### src/sv/spq_pkg.sv
// shared types and constants for the sorted priority queue
`timescale 1ns / 1ps

package spq_pkg;

	localparam int DEPTH = 16;
	localparam int KEY_W = 32;
	localparam int PAY_W = 16;
	localparam int CNT_W = $clog2(DEPTH + 1);

	typedef enum logic {
		CMD_PUSH = 1'b0,
		CMD_POP  = 1'b1
	} cmd_t;

	typedef enum logic [1:0] {
		ST_OK    = 2'd0,
		ST_EMPTY = 2'd1,
		ST_FULL  = 2'd2
	} status_t;

	// one stored entry as it moves between cells
	typedef struct packed {
		logic             valid;
		logic [KEY_W-1:0] key;
		logic [PAY_W-1:0] payload;
	} entry_t;

	// per-word control broadcast to every cell
	typedef struct packed {
		logic             push;
		logic             pop;
		logic [KEY_W-1:0] key;
		logic [PAY_W-1:0] payload;
	} cell_ctrl_t;

endpackage

### src/sv/spq_cell.sv
// one slot of the sorted chain: holds an entry and trades it with its neighbors
`timescale 1ns / 1ps

module spq_cell
	import spq_pkg::*;
(
	input  logic       clk,
	input  logic       arst_n,
	input  cell_ctrl_t ctrl,
	input  entry_t     above,
	input  logic       above_ge,
	input  entry_t     below,
	output entry_t     cur,
	output logic       ge,
	output entry_t     nxt
);

	logic             valid_q;
	logic [KEY_W-1:0] key_q;
	logic [PAY_W-1:0] payload_q;

	assign cur = '{valid: valid_q, key: key_q, payload: payload_q};

	// this entry stays in place on a push when its key is not below the new one
	assign ge = valid_q && (key_q >= ctrl.key);

	// next content: shift toward the top on pop, keep, insert or shift away on push
	always_comb begin
		nxt = cur;
		if (ctrl.pop) begin
			nxt = below;
		end else if (ctrl.push) begin
			if (ge) begin
				nxt = cur;
			end else if (above_ge) begin
				nxt = '{valid: 1'b1, key: ctrl.key, payload: ctrl.payload};
			end else begin
				nxt = above;
			end
		end
	end

	// occupancy flag
	always_ff @(posedge clk or negedge arst_n) begin
		if (!arst_n) begin
			valid_q <= 1'b0;
		end else if (ctrl.push || ctrl.pop) begin
			valid_q <= nxt.valid;
		end
	end

	// entry data
	always_ff @(posedge clk) begin
		if (ctrl.push || ctrl.pop) begin
			key_q     <= nxt.key;
			payload_q <= nxt.payload;
		end
	end

endmodule

### src/sv/sorted_priority_queue_core.sv
// sorted priority queue: a chain of cells with the largest key in the first cell
// latency: a result word is valid in the cycle after its request word is accepted
// throughput: one push or pop per cycle; every cell compares against the new key in parallel
// a request is held off only while the result register is full and stalled
// reset clears the result valid, the count and the cell valid flags; entry data is not cleared
`timescale 1ns / 1ps

module sorted_priority_queue_core
	import spq_pkg::*;
(
	input  logic             clk,
	input  logic             arst_n,
	input  logic             req_valid,
	output logic             req_stall,
	input  logic             cmd,
	input  logic [KEY_W-1:0] entry_key,
	input  logic [PAY_W-1:0] entry_payload,
	output logic             rsp_valid,
	input  logic             rsp_stall,
	output logic [1:0]       status,
	output logic [KEY_W-1:0] popped_key,
	output logic [PAY_W-1:0] popped_payload,
	output logic [KEY_W-1:0] top_key,
	output logic [PAY_W-1:0] top_payload,
	output logic [CNT_W-1:0] occupancy,
	output logic             is_empty
);

	logic             rsp_valid_q;
	status_t          status_q;
	logic [KEY_W-1:0] popped_key_q;
	logic [PAY_W-1:0] popped_payload_q;
	logic [KEY_W-1:0] top_key_q;
	logic [PAY_W-1:0] top_payload_q;
	logic [CNT_W-1:0] count_q;

	logic       accept;
	logic       is_pop;
	logic       full;
	logic       empty;
	cell_ctrl_t ctrl;
	status_t    status_d;
	logic [CNT_W-1:0] count_d;

	entry_t           cur_e [DEPTH];
	entry_t           nxt_e [DEPTH];
	logic [DEPTH-1:0] ge_v;
	logic [DEPTH-1:0] valid_v;

	// handshake: take a word unless the result register is full and stalled
	assign req_stall = rsp_valid_q && rsp_stall;
	assign accept    = req_valid && !req_stall;

	assign is_pop = (cmd_t'(cmd) == CMD_POP);
	assign full   = (count_q == CNT_W'(DEPTH));
	assign empty  = (count_q == '0);

	// decode the request into cell control and status
	always_comb begin
		ctrl.push    = accept && !is_pop && !full;
		ctrl.pop     = accept && is_pop && !empty;
		ctrl.key     = entry_key;
		ctrl.payload = entry_payload;
		status_d     = ST_OK;
		if (is_pop && empty) begin
			status_d = ST_EMPTY;
		end else if (!is_pop && full) begin
			status_d = ST_FULL;
		end
		count_d = count_q;
		if (ctrl.push) begin
			count_d = count_q + 1'b1;
		end else if (ctrl.pop) begin
			count_d = count_q - 1'b1;
		end
	end

	// chain of cells, cell 0 holds the top entry
	for (genvar i = 0; i < DEPTH; i++) begin : g_cell
		entry_t above_e;
		entry_t below_e;
		logic   above_ge;

		if (i == 0) begin : g_first
			assign above_e  = '0;
			assign above_ge = 1'b1;
		end else begin : g_mid
			assign above_e  = cur_e[i-1];
			assign above_ge = ge_v[i-1];
		end

		if (i == DEPTH - 1) begin : g_last
			assign below_e = '0;
		end else begin : g_inner
			assign below_e = cur_e[i+1];
		end

		spq_cell u_cell (
			.clk      (clk),
			.arst_n   (arst_n),
			.ctrl     (ctrl),
			.above    (above_e),
			.above_ge (above_ge),
			.below    (below_e),
			.cur      (cur_e[i]),
			.ge       (ge_v[i]),
			.nxt      (nxt_e[i])
		);

		assign valid_v[i] = cur_e[i].valid;
	end

	// entry count
	always_ff @(posedge clk or negedge arst_n) begin
		if (!arst_n) begin
			count_q <= '0;
		end else if (accept) begin
			count_q <= count_d;
		end
	end

	// result valid
	always_ff @(posedge clk or negedge arst_n) begin
		if (!arst_n) begin
			rsp_valid_q <= 1'b0;
		end else if (accept) begin
			rsp_valid_q <= 1'b1;
		end else if (!rsp_stall) begin
			rsp_valid_q <= 1'b0;
		end
	end

	// result word, top taken from the first cell's next content
	always_ff @(posedge clk) begin
		if (accept) begin
			status_q         <= status_d;
			popped_key_q     <= ctrl.pop ? cur_e[0].key : '0;
			popped_payload_q <= ctrl.pop ? cur_e[0].payload : '0;
			top_key_q        <= nxt_e[0].valid ? nxt_e[0].key : '0;
			top_payload_q    <= nxt_e[0].valid ? nxt_e[0].payload : '0;
		end
	end

	assign rsp_valid      = rsp_valid_q;
	assign status         = status_q;
	assign popped_key     = popped_key_q;
	assign popped_payload = popped_payload_q;
	assign top_key        = top_key_q;
	assign top_payload    = top_payload_q;
	assign occupancy      = count_q;
	assign is_empty       = empty;

`ifndef SYNTHESIS
	// count matches the number of occupied cells
	a_count_cells: assert property (@(posedge clk) disable iff (!arst_n)
		count_q == CNT_W'($countones(valid_v)))
		else $error("entry count disagrees with occupied cells");

	// occupied cells form an unbroken run from the top
	a_packed: assert property (@(posedge clk) disable iff (!arst_n)
		$onehot({1'b0, valid_v} + (DEPTH + 1)'(1)))
		else $error("occupied cells are not contiguous");

	// the top two keys are in order: the first cell's key is not below the second's
	a_sorted: assert property (@(posedge clk) disable iff (!arst_n)
		!valid_v[1] || (cur_e[0].key >= cur_e[1].key))
		else $error("top two cells out of order");

	// a push into a full queue is reported and leaves the count alone
	a_full_drop: assert property (@(posedge clk) disable iff (!arst_n)
		(accept && !is_pop && full) |=> (status_q == ST_FULL) && (count_q == $past(count_q)))
		else $error("push on full queue not dropped");

	// a pop on an empty queue is reported as such
	a_empty_pop: assert property (@(posedge clk) disable iff (!arst_n)
		(accept && is_pop && empty) |=> (status_q == ST_EMPTY) && rsp_valid_q)
		else $error("pop on empty queue not reported");
`endif

endmodule

### config.mk
export PLATFORM = sky130hd
export DESIGN_NAME = sorted_priority_queue_core
export DESIGN_NICKNAME = d
export VERILOG_FILES = /design/src/sv/spq_pkg.sv /design/src/sv/spq_cell.sv /design/src/sv/sorted_priority_queue_core.sv
export SDC_FILE = /design/constraint.sdc
export NUM_CORES = 2
export LEC_CHECK = 0
export BUFFER_PORTS_ARGS = -buffer_cell sky130_fd_sc_hd__buf_2
export CORE_ASPECT_RATIO = 1.5
export CORE_MARGIN = 1.5
export CORE_UTILIZATION = 45
export CTS_CLUSTER_DIAMETER = 50
export DETAILED_ROUTE_END_ITERATION = 8
export GPL_TIMING_DRIVEN = 0
export PLACE_DENSITY = 0.65
export SYNTH_ARGS = -nofsm -noshare
export SYNTH_HDL_FRONTEND = slang
export SYNTH_SLANG_ARGS = --single-unit
export TNS_END_PERCENT = 5
### constraint.sdc
create_clock -name clk -period 9.4 [get_ports clk]
set_clock_uncertainty 0.05 [all_clocks]
set_input_delay 1.88 -clock clk [delete_from_list [all_inputs] [get_ports clk]]
set_output_delay 1.88 -clock clk [all_outputs]
set_load 0.1 [all_outputs]
==> impl_metrics.ini <==
[die]
die_area_um2 = 126000
die_x_um = 290
ios = 159
row_count = 157
start_util_pct = 45.4
die_h_um = 433
core_um2 = 122000

[detailed_routing]
drt-total-wl_um = 239000
drt_iter0_drc = 6520
num_vias = 49532
firstDrtPassIters = 8
remaining_drc_errors = 0
wl_per_cell_um = 32.6
ant_nets = 0
vias_per_cell = 6.75

[pwr]
p_int_mw = 9.89
switching_share_pct = 40.0
p_total_mw = 16.5
p_per_area_nw_per_um2 = 261
irDropWorstVdd_mv = 0.259
p_sw_mw = 6.59
p_leak_nw = 24.1
clockPowerShare_pct = 26.9
pwr-share-comb_pct = 36.0
power_frac_seq_pct = 37.2

[placed_design]
port_buffers = 158
dpl-instance-area_um2 = 59300
place_hpwl_um = 177000
dp_slack_ns = 1.10
place.gp.congestion = 1.02

[synth]
async_reset_ff_share_pct = 2.48
synth_top_area_cell = edfxtp_1
syn_avg_cell_area_um2 = 10.4
synth-seq-area-share_pct = 47.8
synth_area_um2 = 55500
ys_types = 65
ys_ff_latch = 888
synth_top_area_share_pct = 46.8
synthTopCellsByArea = edfxtp_1 (47%), ha_1 (12%), mux2i_1 (8.5%)
postSynthCellCount = 5329
yosys_warnings = 0
synth_edf_count = 866
synthFlopType = edfxtp_1
syn_nets = 5898

[final_layout]
drive_gt1_share_pct = 8.69
syn2layout_area_growth_pct = 13.5
nFillCells = 11162
final_area_um2 = 63000
utilization_pct = 51.6
nets = 6211

[sta]
hold_violations = 0
tightest_slew_ns = 1.59
setup_tns_ns = 0
final_max_slew_viol_count = 41
setup_violations = 0
period_needed_ns = 8.10
min_period_over_period_pct = 86.2
rsz0062_at_grt = no
fmax_mhz = 123
max_slew_margin_pct = -6.04
setup_ws_ns = 1.30

[worst_setup_path]
crit_type = in -> reg
rr_endpoint = g_cell[8].u_cell.key_q[17]
critPathLaunchType = input pin
worst-path-max-fanout = 19
reg2regPathDepth = 10
critPathLaunch = entry_key[22]
critPathCapture = g_cell[8].u_cell.key_q[17]
critPathCaptureType = flip-flop
worstPathRequired_ns = 9.97
arrival_ns = 8.67
rrSetupSlack_ns = 2.94
reg2reg_from = g_cell[7].u_cell.key_q[31]

[status]
violations = capacitance limit, slew limit
status = complete, but fails checks

[global_routing]
grt_pass1_vias = 48811
grt-ovfl-total = 0
grt_pass1_wl_um = 336000
grtUsageTotal_pct = 37.4
antenna_found_initial = 17
grt_max_degree = 56

[worst_hold_path]
hp-class = reg -> reg
hold_depth = 2

[clocking]
ctsHtreeMaxLevel = 3
cts_tree = built
cts_buffers = 110
clk_pin_slew_ns = 0.06
cts_setup_buffers = 0
root_buffer = clkbuf_16
clock_sinks = 888
cts_resized = 0
clock_latency_ns = 0.79
ctsHoldBuffers = 0
cts_buffer_depth = 3

[job]
cap_violations = 6
layout make-up:
class                   instances  area, µm²  area share, %
multi-input cells            3914      27100           43.0
flip-flops and latches        888      26600           42.1
clock buffers                 135       2880           4.56
well taps                    1590       1990           3.16
repair buffers                201       1650           2.62
plain buffers                 401       1590           2.52
clock inverters                69        786           1.25
inverters                     126        473          0.750
diodes                         10       25.0         0.0397
layer usage:
metal	track usage (%)	wire length, µm
met1	43.2	82200
met2	59.3	108000
met3	8.29	24700
met4	30.7	23500
met5	0	48
registers in the layout, indices dropped and copies added, names as in the netlist:
register                 cells
top_key                     32
rsp_valid                    1
top_payload                 16
g_cell.u_cell.valid_q       16
occupancy                    5
g_cell.u_cell.payload_q    256
g_cell.u_cell.key_q        512
popped_payload              16
popped_key                  32
status                       2
worst min path at each step:
stage | startpoint | slack, ns | to
after floorplan | g_cell[12].u_cell.valid_q | 0.45 | g_cell[11].u_cell.valid_q
after detailed placement | rsp_valid | 0.47 | rsp_valid
after CTS | rsp_valid | 0.49 | rsp_valid
final | rsp_valid | 0.48 | rsp_valid
after global routing | occupancy[4] | 0.52 | occupancy[4]
after global placement | rsp_valid | 0.45 | rsp_valid
power by group through the flow:
stage / Sequential [mW] / Combinational, mW / Clock, mW
after floorplan: 6.35 / 3.33 / 0
after global placement: 6.28 / 5.42 / 0
after detailed placement: 6.16 / 5.70 / 0
after CTS: 6.09 / 5.72 / 4.41
after global routing: 6.17 / 6.20 / 4.56
final: 6.12 / 5.93 / 4.42
cells in the mapped netlist (10+ instances only):
cell type	n
a211oi_1	24
a21o_1	57
a21oi_1	756
a221o_1	96
a222oi_1	48
a311oi_1	48
a31oi_1	10
and2_1	49
and3_1	98
buf_1	44
buf_2	39
clkbuf_1	315
dfrtp_1	22
edfxtp_1	866
ha_1	515
inv_1	125
mux2i_1	470
nand2_1	174
nand2b_1	14
nand3_1	102
nand4_1	71
nor2_1	731
nor2b_1	10
nor3_1	232
nor4_1	11
o211ai_1	10
o21a_1	16
o21ai_0	177
o221a_2	47
o221ai_1	12
o31ai_1	50
cells by family (layout without fill, tap and decap cells):
family / count (synthesis) / in the layout / synth area share (%)
and+or+nand+nor: 1514 / 1514 / 12.3
muxes: 473 / 473 / 8.54
AOI/OAI and AO/OA: 1407 / 1407 / 15.9
DFF: 888 / 888 / 47.8
xor gates and xnor gates: 4 / 4 / 0.0631
other: 0 / 10 / 0
buffers and inverters: 527 / 932 / 3.69
adders and majority gates: 516 / 516 / 11.6
critical path: stages:
cell,delay [ns]
buf_2,0.32
inv_1,0.64
ha_1,0.58
nand4_1,0.14
nor3_1,0.93
o211ai_1,0.46
a211oi_1,1.25
nor2_1,0.28
nand2_1,0.18
clkbuf_1,0.88
clkbuf_1,0.75
o221a_2,0.35
placed cells by master (no fill, tap or decap), drive strengths merged, types with 50 or more instances in the layout:
cell / instances
a21oi: 756
o21ai: 179
nor3: 233
nand4: 71
nand2: 175
and2: 50
a21o: 57
nor2: 731
o31ai: 50
mux2i: 470
inv: 142
edfxtp: 866
ha: 515
and3: 98
a221o: 96
buf: 287
nand3: 102
clkbuf: 450
per-stage QoR:
step	hold slack, ns	instances
after floorplan	0.452	5329
after global placement	0.449	7077
after detailed placement	0.470	7118
after CTS	0.486	7322
after global routing	0.516	7325
final	0.483	7334
(Power assumes the default switching activity.)
